$ cat src/sv/update_job_phase_controller_unit_assert.svh
// Assertion helpers for the update job phase controller.
// Each check is sampled on clk and held off while rst_n is low.
`ifndef UPDATE_JOB_PHASE_CONTROLLER_UNIT_ASSERT_SVH
`define UPDATE_JOB_PHASE_CONTROLLER_UNIT_ASSERT_SVH

// Consequent must hold in the same cycle as the antecedent.
`define UJPC_ASSERT_SAME(lbl, ante, cons, msg) \
    lbl: assert property (@(posedge clk) disable iff (!rst_n) (ante) |-> (cons)) \
        else $error(msg);

// Consequent must hold in the cycle after the antecedent.
`define UJPC_ASSERT_NEXT(lbl, ante, cons, msg) \
    lbl: assert property (@(posedge clk) disable iff (!rst_n) (ante) |=> (cons)) \
        else $error(msg);

`endif

$ cat src/sv/ujpc_pkg.sv
`timescale 1ns / 1ps

package ujpc_pkg;

    localparam int SIZE_W  = 25;
    localparam int JOB_W   = 32;
    localparam int TIME_W  = 48;
    localparam int TMO_W   = 32;
    localparam int DL_W    = TIME_W + 1;
    localparam int CFG_W   = 32;
    localparam int CFG_IDX_W = 2;

    localparam logic [SIZE_W-1:0] MIN_IMAGE = SIZE_W'(8192);
    // 4 KiB alignment: low 12 bits of the size must be zero
    localparam int ALIGN_BITS = 12;

    localparam logic [SIZE_W-1:0] IMAGE_LIMIT_RST    = SIZE_W'(8388608);
    localparam logic [TMO_W-1:0]  JOB_TIMEOUT_RST    = TMO_W'(300000000);
    localparam logic [TMO_W-1:0]  IDLE_TIMEOUT_RST   = TMO_W'(30000000);
    localparam logic [TMO_W-1:0]  STAGED_TIMEOUT_RST = TMO_W'(60000000);

    localparam logic [CFG_IDX_W-1:0] REG_IMAGE_LIMIT    = 2'd0;
    localparam logic [CFG_IDX_W-1:0] REG_JOB_TIMEOUT    = 2'd1;
    localparam logic [CFG_IDX_W-1:0] REG_IDLE_TIMEOUT   = 2'd2;
    localparam logic [CFG_IDX_W-1:0] REG_STAGED_TIMEOUT = 2'd3;

    typedef enum logic [2:0] {
        KIND_BEGIN    = 3'd0,
        KIND_WRITE    = 3'd1,
        KIND_VERIFY   = 3'd2,
        KIND_STAGE    = 3'd3,
        KIND_ACTIVATE = 3'd4,
        KIND_CANCEL   = 3'd5
    } kind_t;

    typedef enum logic [2:0] {
        PH_IDLE       = 3'd0,
        PH_RECEIVING  = 3'd1,
        PH_VERIFYING  = 3'd2,
        PH_STAGED     = 3'd3,
        PH_ACTIVATING = 3'd4,
        PH_CANCELLED  = 3'd5
    } phase_t;

    typedef struct packed {
        logic [2:0]        kind;
        logic [SIZE_W-1:0] byte_count;
        logic [JOB_W-1:0]  job_ident;
        logic [TIME_W-1:0] now;
    } cmd_t;

    typedef struct packed {
        logic              accepted;
        logic [2:0]        phase_out;
        logic [JOB_W-1:0]  current_job;
        logic              busy_res;
        logic              expired;
    } result_t;

    typedef struct packed {
        logic [SIZE_W-1:0] image_limit;
        logic [TMO_W-1:0]  job_timeout;
        logic [TMO_W-1:0]  idle_timeout;
        logic [TMO_W-1:0]  staged_timeout;
    } cfg_t;

endpackage

$ cat src/sv/ujpc_if.sv
`timescale 1ns / 1ps

interface ujpc_cmd_if;
    logic        valid;
    logic        ready;
    logic [2:0]  kind;
    logic [24:0] byte_count;
    logic [31:0] job_ident;
    logic [47:0] now;

    modport source (output valid, output kind, output byte_count, output job_ident,
                    output now, input ready);
    modport sink (input valid, input kind, input byte_count, input job_ident,
                  input now, output ready);
endinterface

interface ujpc_res_if;
    logic        valid;
    logic        ready;
    logic        accepted;
    logic [2:0]  phase_out;
    logic [31:0] current_job;
    logic        busy_res;
    logic        expired;

    modport source (output valid, output accepted, output phase_out, output current_job,
                    output busy_res, output expired, input ready);
    modport sink (input valid, input accepted, input phase_out, input current_job,
                  input busy_res, input expired, output ready);
endinterface

$ cat src/sv/update_job_phase_controller_unit.sv
`timescale 1ns / 1ps

// Update job phase controller. Each command word (begin, write, verify, stage,
// activate, cancel, stamped with a 48-bit microsecond time) produces exactly one
// result word: accept flag, phase and job id after the command, busy and expired.
// One command per clock is sustained while the result side keeps ready high. A
// word lands in the input register, is decided and applied to the job state
// when it moves on, together with loading the result register, from which the
// result word is presented. The rate is set by the update of the job state
// registers as each command is decided. While a result waits on a stalled
// output the input register can still take one more word and then holds ready
// low until the result moves on.
// Configuration registers must be written only while no command is in flight.

module update_job_phase_controller_unit (
    input  logic                               clk,
    input  logic                               rst_n,
    ujpc_cmd_if.sink                           cmd,
    ujpc_res_if.source                         res,
    input  logic                               cfg_wr_en,
    input  logic [ujpc_pkg::CFG_IDX_W-1:0]     cfg_index,
    input  logic [ujpc_pkg::CFG_W-1:0]         cfg_data
);
    import ujpc_pkg::*;

    `include "update_job_phase_controller_unit_assert.svh"

    cfg_t    cfg_reg;
    logic    stage_valid;
    cmd_t    stage_word;
    logic    fire;
    result_t res_next;
    result_t res_reg;
    logic    res_valid_reg;
    logic    expired_ok;
    logic    begin_taken;

    assign fire = stage_valid && (!res_valid_reg || res.ready);

    always_ff @(posedge clk or negedge rst_n)
    begin
        if (!rst_n)
        begin
            cfg_reg.image_limit    <= IMAGE_LIMIT_RST;
            cfg_reg.job_timeout    <= JOB_TIMEOUT_RST;
            cfg_reg.idle_timeout   <= IDLE_TIMEOUT_RST;
            cfg_reg.staged_timeout <= STAGED_TIMEOUT_RST;
        end
        else if (cfg_wr_en)
        begin
            case (cfg_index)
                REG_IMAGE_LIMIT:    cfg_reg.image_limit    <= cfg_data[SIZE_W-1:0];
                REG_JOB_TIMEOUT:    cfg_reg.job_timeout    <= cfg_data[TMO_W-1:0];
                REG_IDLE_TIMEOUT:   cfg_reg.idle_timeout   <= cfg_data[TMO_W-1:0];
                REG_STAGED_TIMEOUT: cfg_reg.staged_timeout <= cfg_data[TMO_W-1:0];
                default:            cfg_reg <= cfg_reg;
            endcase
        end
    end

    ujpc_in_stage u_in_stage (
        .clk   (clk),
        .rst_n (rst_n),
        .cmd   (cmd),
        .take  (fire),
        .valid (stage_valid),
        .word  (stage_word)
    );

    ujpc_phase_core u_core (
        .clk      (clk),
        .rst_n    (rst_n),
        .fire     (fire),
        .cmd      (stage_word),
        .cfg      (cfg_reg),
        .res_next (res_next)
    );

    always_ff @(posedge clk or negedge rst_n)
    begin
        if (!rst_n)
        begin
            res_valid_reg <= 1'b0;
        end
        else if (fire)
        begin
            res_valid_reg <= 1'b1;
        end
        else if (res.ready)
        begin
            res_valid_reg <= 1'b0;
        end
    end

    always_ff @(posedge clk)
    begin
        if (fire)
        begin
            res_reg <= res_next;
        end
    end

    assign res.valid       = res_valid_reg;
    assign res.accepted    = res_reg.accepted;
    assign res.phase_out   = res_reg.phase_out;
    assign res.current_job = res_reg.current_job;
    assign res.busy_res    = res_reg.busy_res;
    assign res.expired     = res_reg.expired;

    // expiry only means something while receiving, verifying or staged
    assign expired_ok  = !res.expired || (res.phase_out == PH_RECEIVING) ||
                         (res.phase_out == PH_VERIFYING) || (res.phase_out == PH_STAGED);
    assign begin_taken = fire && res_next.accepted && (stage_word.kind == KIND_BEGIN);

    `UJPC_ASSERT_SAME(a_expired_phase, res.valid, expired_ok, "expired outside an active phase")
    `UJPC_ASSERT_NEXT(a_fire_result, fire, res.valid, "decided command left no result word")
    `UJPC_ASSERT_NEXT(a_stage_hold, stage_valid && !fire, stage_valid, "held command word dropped")
    `UJPC_ASSERT_NEXT(a_job_nonzero, begin_taken, res.current_job != '0, "begin gave job id zero")

endmodule

$ cat src/sv/ujpc_in_stage.sv
`timescale 1ns / 1ps

module ujpc_in_stage (
    input  logic          clk,
    input  logic          rst_n,
    ujpc_cmd_if.sink      cmd,
    input  logic          take,
    output logic          valid,
    output ujpc_pkg::cmd_t word
);
    import ujpc_pkg::*;

    logic valid_reg;
    cmd_t word_reg;

    // slot frees up in the same cycle the held word moves on
    assign cmd.ready = !valid_reg || take;
    assign valid = valid_reg;
    assign word  = word_reg;

    always_ff @(posedge clk or negedge rst_n)
    begin
        if (!rst_n)
        begin
            valid_reg <= 1'b0;
        end
        else if (cmd.valid && cmd.ready)
        begin
            valid_reg <= 1'b1;
        end
        else if (take)
        begin
            valid_reg <= 1'b0;
        end
    end

    always_ff @(posedge clk)
    begin
        if (cmd.valid && cmd.ready)
        begin
            word_reg <= '{kind: cmd.kind, byte_count: cmd.byte_count,
                          job_ident: cmd.job_ident, now: cmd.now};
        end
    end

endmodule

$ cat src/sv/ujpc_phase_core.sv
`timescale 1ns / 1ps

module ujpc_phase_core (
    input  logic               clk,
    input  logic               rst_n,
    input  logic               fire,
    input  ujpc_pkg::cmd_t     cmd,
    input  ujpc_pkg::cfg_t     cfg,
    output ujpc_pkg::result_t  res_next
);
    import ujpc_pkg::*;

    phase_t            phase_reg, phase_next;
    logic [JOB_W-1:0]  job_reg, job_next;
    logic [SIZE_W-1:0] expected_reg, expected_next;
    logic [SIZE_W-1:0] received_reg, received_next;
    logic [DL_W-1:0]   deadline_reg, deadline_next;
    logic [TIME_W-1:0] progress_reg, progress_next;

    logic              ok;
    logic              expired_after;
    logic              active_old;
    logic              busy_old;
    logic              dl_hit;
    logic              idle_hit;
    logic              expired_old;
    logic              size_fits;
    logic [SIZE_W:0]   recv_sum;
    logic [TIME_W-1:0] since_progress;
    logic [JOB_W-1:0]  job_inc;
    logic              idle_zero;
    logic              ident_match;

    assign active_old = (phase_reg == PH_RECEIVING) || (phase_reg == PH_VERIFYING) ||
                        (phase_reg == PH_STAGED);
    assign busy_old   = active_old || (phase_reg == PH_ACTIVATING);

    assign dl_hit         = {1'b0, cmd.now} >= deadline_reg;
    assign since_progress = cmd.now - progress_reg;
    // time running backwards suspends the idle check
    assign idle_hit       = (cmd.now >= progress_reg) &&
                            (since_progress >= {{(TIME_W-TMO_W){1'b0}}, cfg.idle_timeout});
    assign expired_old    = active_old && (dl_hit || ((phase_reg == PH_RECEIVING) && idle_hit));

    assign size_fits   = (cmd.byte_count >= MIN_IMAGE) && (cmd.byte_count <= cfg.image_limit) &&
                         (cmd.byte_count[ALIGN_BITS-1:0] == '0);
    assign recv_sum    = {1'b0, received_reg} + {1'b0, cmd.byte_count};
    assign job_inc     = job_reg + JOB_W'(1);
    assign idle_zero   = (cfg.idle_timeout == '0);
    assign ident_match = (job_reg == cmd.job_ident);

    // Expiry after the command is worked out from the old compares: a fresh
    // deadline or progress stamp equals now plus a timeout, so it has already
    // passed exactly when that timeout is zero.
    always_comb
    begin
        ok            = 1'b0;
        phase_next    = phase_reg;
        job_next      = job_reg;
        expected_next = expected_reg;
        received_next = received_reg;
        deadline_next = deadline_reg;
        progress_next = progress_reg;
        expired_after = expired_old;
        case (kind_t'(cmd.kind))
            KIND_BEGIN:
            begin
                if (!busy_old && size_fits)
                begin
                    ok            = 1'b1;
                    phase_next    = PH_RECEIVING;
                    job_next      = (job_inc == '0) ? JOB_W'(1) : job_inc;
                    expected_next = cmd.byte_count;
                    received_next = '0;
                    deadline_next = {1'b0, cmd.now} + {{(DL_W-TMO_W){1'b0}}, cfg.job_timeout};
                    progress_next = cmd.now;
                    expired_after = (cfg.job_timeout == '0) || idle_zero;
                end
            end
            KIND_WRITE:
            begin
                if ((phase_reg == PH_RECEIVING) && !expired_old && (cmd.byte_count != '0) &&
                    (recv_sum <= {1'b0, expected_reg}))
                begin
                    ok            = 1'b1;
                    received_next = recv_sum[SIZE_W-1:0];
                    progress_next = cmd.now;
                    expired_after = dl_hit || idle_zero;
                end
            end
            KIND_VERIFY:
            begin
                if ((phase_reg == PH_RECEIVING) && (received_reg == expected_reg) &&
                    !expired_old)
                begin
                    ok            = 1'b1;
                    phase_next    = PH_VERIFYING;
                    expired_after = dl_hit;
                end
            end
            KIND_STAGE:
            begin
                if ((phase_reg == PH_VERIFYING) && !expired_old)
                begin
                    ok            = 1'b1;
                    phase_next    = PH_STAGED;
                    deadline_next = {1'b0, cmd.now} +
                                    {{(DL_W-TMO_W){1'b0}}, cfg.staged_timeout};
                    expired_after = (cfg.staged_timeout == '0);
                end
            end
            KIND_ACTIVATE:
            begin
                if ((phase_reg == PH_STAGED) && ident_match && !expired_old)
                begin
                    ok            = 1'b1;
                    phase_next    = PH_ACTIVATING;
                    expired_after = 1'b0;
                end
            end
            KIND_CANCEL:
            begin
                if (active_old && ident_match)
                begin
                    ok            = 1'b1;
                    phase_next    = PH_CANCELLED;
                    expired_after = 1'b0;
                end
            end
            default:
            begin
                ok = 1'b0;
            end
        endcase
    end

    assign res_next.accepted    = ok;
    assign res_next.phase_out   = phase_next;
    assign res_next.current_job = job_next;
    assign res_next.busy_res    = (phase_next == PH_RECEIVING) || (phase_next == PH_VERIFYING) ||
                                  (phase_next == PH_STAGED) || (phase_next == PH_ACTIVATING);
    assign res_next.expired     = expired_after;

    always_ff @(posedge clk or negedge rst_n)
    begin
        if (!rst_n)
        begin
            phase_reg    <= PH_IDLE;
            job_reg      <= '0;
            expected_reg <= '0;
            received_reg <= '0;
            deadline_reg <= '0;
            progress_reg <= '0;
        end
        else if (fire)
        begin
            phase_reg    <= phase_next;
            job_reg      <= job_next;
            expected_reg <= expected_next;
            received_reg <= received_next;
            deadline_reg <= deadline_next;
            progress_reg <= progress_next;
        end
    end

endmodule

$ cat src/flat_wrapper.sv
// flat-port wrapper written by rule: the top's interface ports become plain ports
module update_job_phase_controller_unit_flat import ujpc_pkg::*;
  (clk, rst_n, cfg_wr_en, cfg_index, cfg_data, cmd_valid, cmd_kind, cmd_byte_count, cmd_job_ident, cmd_now, cmd_ready, res_valid, res_accepted, res_phase_out, res_current_job, res_busy_res, res_expired, res_ready);
  ujpc_cmd_if cmd_i ();
  ujpc_res_if res_i ();
  input  logic clk;
  input  logic rst_n;
  input  logic cfg_wr_en;
  input  logic [ujpc_pkg::CFG_IDX_W-1:0] cfg_index;
  input  logic [ujpc_pkg::CFG_W-1:0] cfg_data;
  input wire logic [$bits(cmd_i.valid)-1:0] cmd_valid;
  input wire logic [$bits(cmd_i.kind)-1:0] cmd_kind;
  input wire logic [$bits(cmd_i.byte_count)-1:0] cmd_byte_count;
  input wire logic [$bits(cmd_i.job_ident)-1:0] cmd_job_ident;
  input wire logic [$bits(cmd_i.now)-1:0] cmd_now;
  output wire logic [$bits(cmd_i.ready)-1:0] cmd_ready;
  output wire logic [$bits(res_i.valid)-1:0] res_valid;
  output wire logic [$bits(res_i.accepted)-1:0] res_accepted;
  output wire logic [$bits(res_i.phase_out)-1:0] res_phase_out;
  output wire logic [$bits(res_i.current_job)-1:0] res_current_job;
  output wire logic [$bits(res_i.busy_res)-1:0] res_busy_res;
  output wire logic [$bits(res_i.expired)-1:0] res_expired;
  input wire logic [$bits(res_i.ready)-1:0] res_ready;
  assign cmd_i.valid = cmd_valid;
  assign cmd_i.kind = cmd_kind;
  assign cmd_i.byte_count = cmd_byte_count;
  assign cmd_i.job_ident = cmd_job_ident;
  assign cmd_i.now = cmd_now;
  assign cmd_ready = cmd_i.ready;
  assign res_valid = res_i.valid;
  assign res_accepted = res_i.accepted;
  assign res_phase_out = res_i.phase_out;
  assign res_current_job = res_i.current_job;
  assign res_busy_res = res_i.busy_res;
  assign res_expired = res_i.expired;
  assign res_i.ready = res_ready;
  update_job_phase_controller_unit u_core (.clk(clk), .rst_n(rst_n), .cmd(cmd_i), .res(res_i), .cfg_wr_en(cfg_wr_en), .cfg_index(cfg_index), .cfg_data(cfg_data));
endmodule
$ cat config.mk
export PLATFORM = sky130hd
export DESIGN_NAME = update_job_phase_controller_unit_flat
export DESIGN_NICKNAME = d
export VERILOG_FILES = /design/src/sv/ujpc_pkg.sv /design/src/sv/ujpc_if.sv /design/src/sv/update_job_phase_controller_unit.sv /design/src/sv/ujpc_in_stage.sv /design/src/sv/ujpc_phase_core.sv /design/src/flat_wrapper.sv
export VERILOG_INCLUDE_DIRS = /design/src /design/src/sv
export SDC_FILE = /design/constraint.sdc
export NUM_CORES = 1
export LEC_CHECK = 0
export ABC_AREA = 1
export BUFFER_PORTS_ARGS = -buffer_cell sky130_fd_sc_hd__buf_4
export CAP_MARGIN = 0
export CORE_ASPECT_RATIO = 1.25
export CORE_UTILIZATION = 55
export CTS_BUF_LIST = sky130_fd_sc_hd__clkbuf_8
export CTS_CLUSTER_DIAMETER = 50
export DETAILED_ROUTE_END_ITERATION = 16
export PLACE_DENSITY = 0.77
export SYNTH_ARGS = -nofsm -noshare
export SYNTH_HDL_FRONTEND = slang
export SYNTH_HIERARCHICAL = 1
export SYNTH_SLANG_ARGS = --single-unit
$ cat constraint.sdc
create_clock -name clk -period 18.7 [get_ports clk]
set_clock_uncertainty 0.2 [all_clocks]
set_input_delay 4.675 -clock clk [delete_from_list [all_inputs] [get_ports clk]]
set_output_delay 4.675 -clock clk [all_outputs]
set_load 0.02 [all_outputs]
==> flow_metrics.py, run 1 <==
metrics = {
    "timing": {
        "setup_ws_ns": 7.93,
        "unrepaired_setup_endpoints_after_global_routing": "no",
        "setup_tns_ns": 0,
        "timing.final.crit_share_pct": 57.6,
        "setup-violations-final": 0,
        "worstMarginPinSlew_ns": 1.18,
        "whs_ns": 0.262,
        "timing.fmax_mhz": 92.9,
        "max_slew_violations": 0,
        "maxSlewHeadroom_pct": 20.9,
        "report.final.hold_viol_count": 0,
        "post-route-min-period_ns": 10.77,
    },
    "yosys": {
        "synth.ff_latch_count": 451,
        "mappedNetlistNets": 4253,
        "synth.top_cell.area_share_pct": 23.1,
        "post-synth-top-area-cell": "sky130_fd_sc_hd__dfrtp_1",
        "mappedNetlistArea_um2": 29700,
        "yosys_warnings": 6,
        "cell_with_the_most_instances_after_synthesis": "sky130_fd_sc_hd__nand2_1",
        "leading_post_synthesis_cells_by_instance_count": "1175 x sky130_fd_sc_hd__nand2_1, 571 x sky130_fd_sc_hd__inv_1, 274 x sky130_fd_sc_hd__dfrtp_1, 237 x sky130_fd_sc_hd__ha_1, 236 x sky130_fd_sc_hd__nor2_1",
        "postSynth.topFlopCell": "sky130_fd_sc_hd__dfrtp_1",
        "synth_seq_area_share_pct": 40.6,
        "synth-edff-count": 146,
        "synth_area_leaders": "sky130_fd_sc_hd__dfrtp_1 23%, sky130_fd_sc_hd__nand2_1 15%, sky130_fd_sc_hd__edfxtp_1 15%",
        "synth_cells": 3866,
        "synth.lib_cells_used.distinct": 59,
        "synth.avg_cell_area_um2": 7.69,
        "asyncSetResetFlopFracSynth_pct": 67.6,
    },
    "cells_and_area": {
        "multi_input_comb_area_um2": 15000,
        "seqCellArea_um2": 12100,
        "largest_register_ff_count": 121,
        "fin_nets": 4428,
        "final_util_pct": 63.1,
        "syn_to_layout_area_delta_pct": 12.6,
        "post-route-cell-area_um2": 33500,
        "layout-drive-gt1-share_pct": 9.91,
        "filler_cell_count": 4786,
        "layout.cells.non_filler": 4828,
    },
    "power": {
        "cell_internal_pwr_mw": 2.24,
        "power.switching_fraction_pct": 38.1,
        "total_power_mw": 3.62,
        "combPwrFrac_pct": 35.9,
        "vdd_drop_max_mv": 0.0657,
        "power-per-cell-area_nw_per_um2": 108,
        "clock_power_share_pct": 28.7,
        "seqPwrFrac_pct": 35.4,
        "cellLeakagePower_nw": 16.9,
        "p_switching_mw": 1.38,
    },
    "die": {
        "initial_utilization_pct": 56.0,
        "design.portCount": 187,
        "floorplan.die.height_um": 262,
        "fp.dieArea_um2": 55000,
        "chipWidth_um": 210,
        "placementRows": 94,
        "core_area_um2": 53000,
    },
    "worst_setup_path": {
        "crit_start": "res_ready",
        "worst_setup_path_start_kind": "input pin",
        "worst_path_dominant_cell_family": "buffers and inverters",
        "critPathMostFrequentCell": "sky130_fd_sc_hd__buf_4",
        "critical_path_class": "in2out",
        "r2r_setup_slack_ns": 12.16,
        "timing.critical_path.fanout_max": 48,
        "crit_buf_inv": 5,
        "critical_path_arrival_ns": 5.89,
        "startpoint_of_the_lowest_slack_register_to_register_path": "u_core/u_in_stage/word[0]",
        "cp_data_required_time_ns": 13.82,
        "cp-end-kind": "output pin",
        "cell_with_the_largest_stage_delay_on_the_worst_path": "sky130_fd_sc_hd__buf_4",
        "cp_cell_sequence": "buf_4 -> inv_1 -> a21oi_4 -> buf_4 -> inv_1 -> nand2_1 -> buf_4",
        "critical_path.max_stage_delay_ns": 0.51,
    },
    "clock_tree": {
        "cts.repair_timing.setup_buffer_count": 0,
        "cts_inserted_buffers": 78,
        "post_cts_hold_buffer_count": 0,
        "tritoncts": "yes",
        "cts_htree_levels": 3,
        "cts-root-buf": "sky130_fd_sc_hd__clkbuf_8",
        "cts-resized-gates": 0,
        "clock_tree.buffer_depth": 3,
        "insertion_delay_ns": 0.71,
        "clk_pin_slew_ns": 0.06,
        "tritoncts_num_sinks": 451,
    },
    "route": {
        "routed-wl-met3_um": 4820,
        "post_drt_wl_per_cell_um": 18.0,
        "num_vias": 26400,
        "drt_pass1_iterations": 8,
        "dr_wl_met2_um": 42200,
        "dr.max_layer_used": "met4",
        "route.antenna.remaining_nets": 0,
        "drt_first_iter_violations": 2194,
        "vias_per_cell": 5.46,
        "drc": 0,
        "routed_wl_um": 86700,
        "wirelength_met1_um": 33600,
    },
    "job": {
        "max_cap_viol_count": 0,
    },
    "grt": {
        "antenna_found_initial": 1,
        "first_pass_grt_wire_length_um": 136000,
        "grt_start_max_net_pins": 159,
        "grt.overflow.total": 0,
        "grt_use_total_pct": 31.9,
        "via_count_of_the_first_global_routing_pass": 25500,
    },
    "min_path": {
        "hold_path.class": "reg2reg",
        "min-delay-start": "u_core/cfg_reg[92]",
    },
    "placed_design": {
        "dpl-instance-area_um2": 31700,
        "pre_cts_slack_ns": 7.91,
        "gp_routability_congestion": 1.02,
        "place_inst": 4681,
        "dp_hpwl_um": 65400,
        "buffer_ports.inserted": 186,
    },
    "outcome": {
        "outcome": "finished, final reports clean",
    },
}
==> cells by family (layout without fill, tap and decap cells) <==
family                     after synthesis  count (layout)  synth area share [%]
and+or+nand+nor                       1832            1832                  26.2
AOI/OAI and AO/OA                      495             495                  9.17
other                                    0               1                     0
xor gates and xnor gates               165             165                  4.86
buffers and inverters                  683             924                  9.04
adders and majority gates              240             240                  10.2
DFF                                    451             451                  40.6
==> layout by cell type, fill, tap and decap left out, drive strengths merged, types with 11 or more instances in the layout <==
| cell type | netlist | layout |
|---|---|---|
| nand2 | 1181 | 1181 |
| inv | 578 | 602 |
| dfrtp | 274 | 274 |
| nor2 | 252 | 252 |
| ha | 237 | 237 |
| a21oi | 208 | 208 |
| o21ai | 203 | 203 |
| buf | 55 | 198 |
| nand4 | 164 | 164 |
| edfxtp | 146 | 146 |
| nand3 | 117 | 117 |
| xor2 | 98 | 98 |
| clkbuf | 48 | 89 |
| xnor2 | 67 | 67 |
| nor3 | 56 | 56 |
| nor4 | 36 | 36 |
| dfstp | 31 | 31 |
| clkinv | 2 | 23 |
| a31oi | 18 | 18 |
| o211ai | 13 | 13 |
| bufinv | 0 | 11 |
==> final cells by class <==
class,instances,share of cell area [%]
Sequential cell,451,36.0
Multi-Input combinational cell,2732,44.9
Inverter,580,6.51
Clock inverter,57,1.70
Antenna cell,1,0.00748
Timing Repair Buffer,198,4.50
Tap cell,720,2.69
Clock buffer,89,3.66
==> power by group through the flow <==
stage	combinational, mW	sequential (mW)	clock [mW]
final	1.30	1.28	1.04
after detailed placement	1.28	1.30	0
after floorplan	0.917	1.27	0
after global routing	1.47	1.30	1.10
after global placement	1.25	1.29	0
after CTS	1.29	1.28	1.06
==> layer usage <==
metal | vias up | track usage (%)
met5 | - | 0
met4 | 0 | 22.2
met3 | 306 | 4.94
met2 | 898 | 55.5
met1 | 12200 | 36.1
li1 | 13000 | -
==> worst paths after layout <==
kind	to	cells after the start
max in group asynchronous	u_core/u_core/progress_reg[22]	2
setup / recovery	cmd_ready	7
min in group asynchronous	u_core/u_core/progress_reg[39]	1
hold / removal	u_core/cfg_reg[92]	2
hold reg to reg	u_core/cfg_reg[92]	2
setup reg to reg	u_core/u_core/progress_reg[31]	31
==> worst reg2reg max path, delay by kind of cell (launching register included) <==
kind	cells	cell delay (ns)
AND/OR/NAND/NOR	19	2.71
AO/OA/AOI/OAI	4	0.70
XOR/XNOR	1	0.22
adder cells (fa/ha/maj)	3	0.96
flip-flops	1	0.49
buffers and inverters	4	1.15
No activity file was read; power rests on OpenSTA's default activity.
==> inputs of run 2 (changes only) <==
==> constraint.sdc (replaced) <==
create_clock -name clk -period 10.3 [get_ports clk]
set_clock_uncertainty 0.2 [all_clocks]
set_input_delay 2.575 -clock clk [delete_from_list [all_inputs] [get_ports clk]]
set_output_delay 2.575 -clock clk [all_outputs]
set_load 0.02 [all_outputs]
==> run 2 against run 1 <==
Clock-buffer cell count rose by 3. Critical path depth did not move. Worst setup slack got worse by 4.2 ns. Global-route usage rose by 0.40 points. Sequential cell count did not move. Sequential share of layout area rose by 0.26 points. Via count barely moved. Critical endpoint unchanged. Largest cell class unchanged. Highest routed layer unchanged.
==> flow_metrics.py, run 2 (synthesis gave the netlist of run 1 again) <==
metrics = {
    "clock_tree": {
        "cts-resized-gates": 0,
        "insertion_delay_ns": 0.68,
        "tritoncts": "yes",
        "cts-root-buf": "sky130_fd_sc_hd__clkbuf_8",
        "tritoncts_num_sinks": 451,
        "clk_pin_slew_ns": 0.06,
        "cts_htree_levels": 3,
        "cts_inserted_buffers": 78,
        "cts.repair_timing.setup_buffer_count": 0,
        "clock_tree.buffer_depth": 3,
        "post_cts_hold_buffer_count": 0,
    },
    "cells_and_area": {
        "final_util_pct": 62.6,
        "syn_to_layout_area_delta_pct": 11.8,
        "most_common_library_cell_in_the_layout_ignoring_fill_and_taps": "sky130_fd_sc_hd__nand2_1",
        "layout.cells.most_common_list": "1175 x sky130_fd_sc_hd__nand2_1, 603 x sky130_fd_sc_hd__inv_1, 274 x sky130_fd_sc_hd__dfrtp_1",
        "layout-drive-gt1-share_pct": 9.84,
        "fin_nets": 4431,
        "largest_register_ff_count": 121,
        "filler_cell_count": 4818,
    },
    "worst_setup_path": {
        "reg2reg_to": "u_core/u_core/progress_reg[13]",
        "cp_data_required_time_ns": 7.53,
        "r2r_setup_slack_ns": 4.08,
        "cp-end-kind": "output pin",
        "worst_setup_path_start_kind": "input pin",
        "critPathMostFrequentCell": "sky130_fd_sc_hd__buf_4",
        "critical_path_arrival_ns": 3.79,
        "cell_with_the_largest_stage_delay_on_the_worst_path": "sky130_fd_sc_hd__buf_4",
        "cp_cell_sequence": "buf_4 -> inv_1 -> a21oi_4 -> buf_4 -> inv_1 -> nand2_1 -> buf_4",
        "timing.reg2reg.worst_path_depth": 31,
        "startpoint_of_the_lowest_slack_register_to_register_path": "u_core/u_in_stage/word[80]",
        "critical_path.max_stage_delay_ns": 0.50,
        "critical_path_class": "in2out",
        "timing.critical_path.fanout_max": 48,
    },
    "placed_design": {
        "dp_hpwl_um": 67400,
        "buffer_ports.inserted": 186,
        "gp_routability_congestion": 1.01,
    },
    "power": {
        "seqPwrFrac_pct": 36.7,
        "p_switching_mw": 2.49,
        "vdd_drop_max_mv": 0.122,
        "cell_internal_pwr_mw": 3.83,
        "combPwrFrac_pct": 37.9,
        "clock_power_share_pct": 25.5,
        "power.switching_fraction_pct": 39.4,
        "cellLeakagePower_nw": 16.9,
        "power-per-cell-area_nw_per_um2": 190,
    },
    "route": {
        "post_drt_wl_per_cell_um": 18.2,
        "routed-wl-met3_um": 4880,
        "routed_wl_um": 87800,
        "drt_pass1_iterations": 6,
        "drc": 0,
        "vias_per_cell": 5.46,
        "dr.max_layer_used": "met4",
        "num_vias": 26400,
        "dr_wl_met2_um": 42900,
        "wirelength_met1_um": 33800,
        "route.antenna.remaining_nets": 0,
        "drt_first_iter_violations": 2333,
    },
    "die": {
        "fp.dieArea_um2": 55000,
        "floorplan.die.height_um": 262,
        "chipWidth_um": 210,
        "initial_utilization_pct": 56.0,
        "placementRows": 94,
        "core_area_um2": 53000,
        "design.portCount": 187,
    },
    "job": {
        "max_cap_viol_count": 0,
    },
    "timing": {
        "unrepaired_setup_endpoints_after_global_routing": "no",
        "report.final.hold_viol_count": 0,
        "max_slew_violations": 0,
        "setup-violations-final": 0,
        "post-route-min-period_ns": 6.56,
        "timing.fmax_mhz": 152,
        "whs_ns": 0.262,
        "maxSlewHeadroom_pct": 18.5,
        "worstMarginPinSlew_ns": 1.22,
        "timing.final.crit_share_pct": 63.7,
        "setup_tns_ns": 0,
    },
    "min_path": {
        "min_path_cells": 2,
        "min-delay-start": "u_core/cfg_reg[39]",
        "worstHoldEndpoint": "u_core/cfg_reg[39]",
        "hold_path.class": "reg2reg",
    },
    "grt": {
        "grt_use_total_pct": 32.3,
        "grt_start_max_net_pins": 101,
        "first_pass_grt_wire_length_um": 137000,
        "antenna_found_initial": 1,
        "via_count_of_the_first_global_routing_pass": 25600,
        "grt.overflow.total": 0,
    },
    "outcome": {
        "outcome": "finished, final reports clean",
    },
}
## run 2: cell types whose count changed in the layout (fill, tap and decap cells not counted), sizes merged
| cell | delta |
|---|---|
| inv | +12 |
| clkbuf | +3 |
| clkinv | -8 |
| buf | +3 |
| bufinv | -10 |
## run 2: how the worst max path moves through the flow
stage / to / slack [ns] / startpoint / depth (start not counted)
finish: cmd_ready / 3.74 / res_ready / 7
global route: cmd_ready / 3.62 / res_ready / 7
CTS: cmd_ready / 3.73 / res_ready / 7
detailed placement: cmd_ready / 3.73 / res_ready / 7
global placement: cmd_ready / 3.76 / res_ready / 7
floorplan: u_core/u_in_stage/word[0] / 1.59 / res_ready / 4
## run 2: worst max-delay path: cells and delay by family
kind,cells,cell delay [ns]
buffers and inverters,5,0.97
and+or+nand+nor,1,0.12
AOI/OAI and AO/OA,1,0.11
## run 2: per-stage QoR
| step | power [mW] | instance area, µm² | std cells | setup slack (ns) |
|---|---|---|---|---|
| after floorplan | 3.97 | 29700 | 3866 | 1.59 |
| after global placement | 4.64 | 31700 | 4684 | 3.76 |
| after detailed placement | 4.70 | 31700 | 4684 | 3.73 |
| after CTS | 6.33 | 33200 | 4827 | 3.73 |
| after global routing | 6.77 | 33200 | 4828 | 3.62 |
| final | 6.33 | 33200 | 4828 | 3.74 |
## run 2: per-layer routing
metal	global-route usage [%]	vias to the layer above
met5	0	-
met3	5.01	282
li1	-	13000
met2	56.3	898
met1	36.2	12200
met4	23.1	0
## run 2: final cells by class
cell class	instances	area (µm²)	share of cell area, %
Clock inverter	51	275	0.829
Clock buffer	92	1270	3.81
Multi-Input combinational cell	2732	15000	45.2
Tap cell	720	901	2.71
Sequential cell	451	12100	36.3
Timing Repair Buffer	201	1520	4.57
Inverter	580	2180	6.55
Antenna cell	1	2.50	0.00753
## run 2: power by group through the flow
stage / combinational [mW] / clock [mW] / sequential [mW]
after detailed placement: 2.35 / 0 / 2.35
after floorplan: 1.66 / 0 / 2.31
after global routing: 2.69 / 1.73 / 2.35
final: 2.39 / 1.61 / 2.32
after global placement: 2.31 / 0 / 2.34
after CTS: 2.37 / 1.65 / 2.32
==> inputs of run 3 (changes only) <==
==> constraint.sdc (replaced) <==
create_clock -name clk -period 6.8 [get_ports clk]
set_clock_uncertainty 0.2 [all_clocks]
set_input_delay 1.7 -clock clk [delete_from_list [all_inputs] [get_ports clk]]
set_output_delay 1.7 -clock clk [all_outputs]
set_load 0.02 [all_outputs]
==> run 3 against run 2 <==
Critical path depth rose by 26. Sequential share of layout area fell by 0.083 points. Sequential cell count did not move. Final cell count did not move. Combinational power rose by 56%. Routed wire length rose by 3.4%. Critical path type is now reg2reg. Hold slack improved by 0.0015 ns.
==> flow_metrics.py, run 3 (synthesis gave the netlist of run 1 again) <==
metrics = {
    "outcome": {
        "outcome": "finished, final reports clean",
    },
    "timing": {
        "timing.fmax_mhz": 176,
        "report.final.hold_viol_count": 0,
        "post-route-min-period_ns": 5.68,
        "maxSlewHeadroom_pct": 22.0,
        "max_slew_violations": 0,
        "setup_ws_ns": 1.12,
        "setup_tns_ns": 0,
        "worstMarginPinSlew_ns": 1.16,
        "setup-violations-final": 0,
        "timing.final.crit_share_pct": 83.5,
        "unrepaired_setup_endpoints_after_global_routing": "no",
    },
    "route": {
        "routed_wl_um": 90800,
        "post_drt_wl_per_cell_um": 18.8,
        "vias_per_cell": 5.53,
        "drt_first_iter_violations": 2130,
        "route.antenna.remaining_nets": 0,
        "drt_pass1_iterations": 5,
        "drc": 0,
        "num_vias": 26700,
    },
    "clock_tree": {
        "tritoncts_num_sinks": 451,
        "cts.repair_timing.setup_buffer_count": 0,
        "tritoncts": "yes",
        "cts-root-buf": "sky130_fd_sc_hd__clkbuf_8",
        "cts_htree_levels": 3,
        "post_cts_hold_buffer_count": 0,
        "clock_tree.buffer_depth": 3,
        "clk_pin_slew_ns": 0.06,
        "insertion_delay_ns": 0.69,
        "cts-resized-gates": 0,
        "cts_inserted_buffers": 77,
    },
    "worst_setup_path": {
        "timing.critical_path.fanout_max": 87,
        "critical_path.max_stage_delay_ns": 0.44,
        "critical_path_arrival_ns": 6.06,
        "cp_data_required_time_ns": 7.19,
        "critPathMostFrequentCell": "sky130_fd_sc_hd__nand2_1",
        "worst_path_dominant_cell_family": "simple AND/OR/NAND/NOR gates",
        "crit_buf_inv": 1,
        "critical_path_class": "reg2reg",
        "cell_with_the_largest_stage_delay_on_the_worst_path": "sky130_fd_sc_hd__edfxtp_1",
        "cp-end-kind": "register",
        "worst_setup_path_start_kind": "register",
    },
    "cells_and_area": {
        "layout.cells.most_common_list": "1175 x sky130_fd_sc_hd__nand2_1, 600 x sky130_fd_sc_hd__inv_1, 274 x sky130_fd_sc_hd__dfrtp_1",
        "final_util_pct": 62.8,
        "fin_nets": 4431,
        "syn_to_layout_area_delta_pct": 12.0,
        "largest_register_ff_count": 121,
        "most_common_library_cell_in_the_layout_ignoring_fill_and_taps": "sky130_fd_sc_hd__nand2_1",
        "layout-drive-gt1-share_pct": 9.93,
        "layout.cells.non_filler": 4828,
    },
    "power": {
        "cellLeakagePower_nw": 16.9,
        "cell_internal_pwr_mw": 5.85,
        "power.switching_fraction_pct": 39.8,
        "p_switching_mw": 3.87,
        "combPwrFrac_pct": 38.3,
        "seqPwrFrac_pct": 36.2,
        "power-per-cell-area_nw_per_um2": 292,
        "total_power_mw": 9.72,
        "vdd_drop_max_mv": 0.180,
        "clock_power_share_pct": 25.6,
    },
    "placed_design": {
        "gp_routability_congestion": 1.04,
        "place_inst": 4685,
        "dp_hpwl_um": 69300,
        "buffer_ports.inserted": 186,
        "pre_cts_slack_ns": 1.29,
    },
    "grt": {
        "via_count_of_the_first_global_routing_pass": 26300,
        "grt.overflow.total": 0,
        "grt_start_max_net_pins": 146,
        "antenna_found_initial": 2,
        "grt_use_total_pct": 33.4,
        "first_pass_grt_wire_length_um": 141000,
    },
    "die": {
        "placementRows": 94,
        "design.portCount": 187,
        "chipWidth_um": 210,
        "floorplan.die.height_um": 262,
        "fp.dieArea_um2": 55000,
        "core_area_um2": 53000,
        "initial_utilization_pct": 56.0,
    },
    "job": {
        "max_cap_viol_count": 0,
    },
    "min_path": {
        "hold_path.class": "reg2reg",
    },
}
run 3: through the flow:
step / area [µm²] / hold WS [ns]
2_1_floorplan: 29700 / 0.242
3_3_place_gp: 31700 / 0.251
3_5_place_dp: 31700 / 0.256
4_1_cts: 33300 / 0.264
5_1_grt: 33300 / 0.286
6_report: 33300 / 0.263
run 3: worst paths after layout:
path                                            startpoint                        endpoint  slack, ns  cells after the start
min in group asynchronous                            rst_n  u_core/u_core/progress_reg[13]       0.87                      1
worst min register to register          u_core/cfg_reg[72]              u_core/cfg_reg[72]       0.26                      2
max in group asynchronous                            rst_n  u_core/u_core/received_reg[11]       4.08                      2
worst max register to register  u_core/u_in_stage/word[86]  u_core/u_core/progress_reg[45]       1.12                     33
worst min-delay path                    u_core/cfg_reg[72]              u_core/cfg_reg[72]       0.26                      2
worst max-delay path            u_core/u_in_stage/word[86]  u_core/u_core/progress_reg[45]       1.12                     33
run 3: tightest hold or removal path, cell delays in order, from the launching register on:
cell and delay, ns:
sky130_fd_sc_hd__dfstp_2 0.37, sky130_fd_sc_hd__nand2_1 0.05, sky130_fd_sc_hd__nand2_1 0.04
run 3: layer usage:
metal / routed length, µm / track usage, %
met1: 33900 / 36.9
met2: 44900 / 58.7
met3: 5430 / 5.62
met4: 6520 / 23.3
met5: 11 / 0
run 3: final cells by class:
type / instances / area (µm²)
Fill cell: 4766 / 19700
Multi-Input combinational cell: 2732 / 15000
Sequential cell: 451 / 12100
Inverter: 580 / 2180
Timing Repair Buffer: 202 / 1560
Clock buffer: 95 / 1310
Tap cell: 720 / 901
Clock inverter: 47 / 265
Antenna cell: 1 / 2.50
run 3: power groups by stage:
stage | registers (mW) | clock network, mW | logic [mW]
finish | 3.52 | 2.49 | 3.72
global route | 3.56 | 2.66 | 4.14
CTS | 3.51 | 2.54 | 3.67
detailed placement | 3.55 | 0 | 3.64
global placement | 3.54 | 0 | 3.60
floorplan | 3.49 | 0 | 2.52
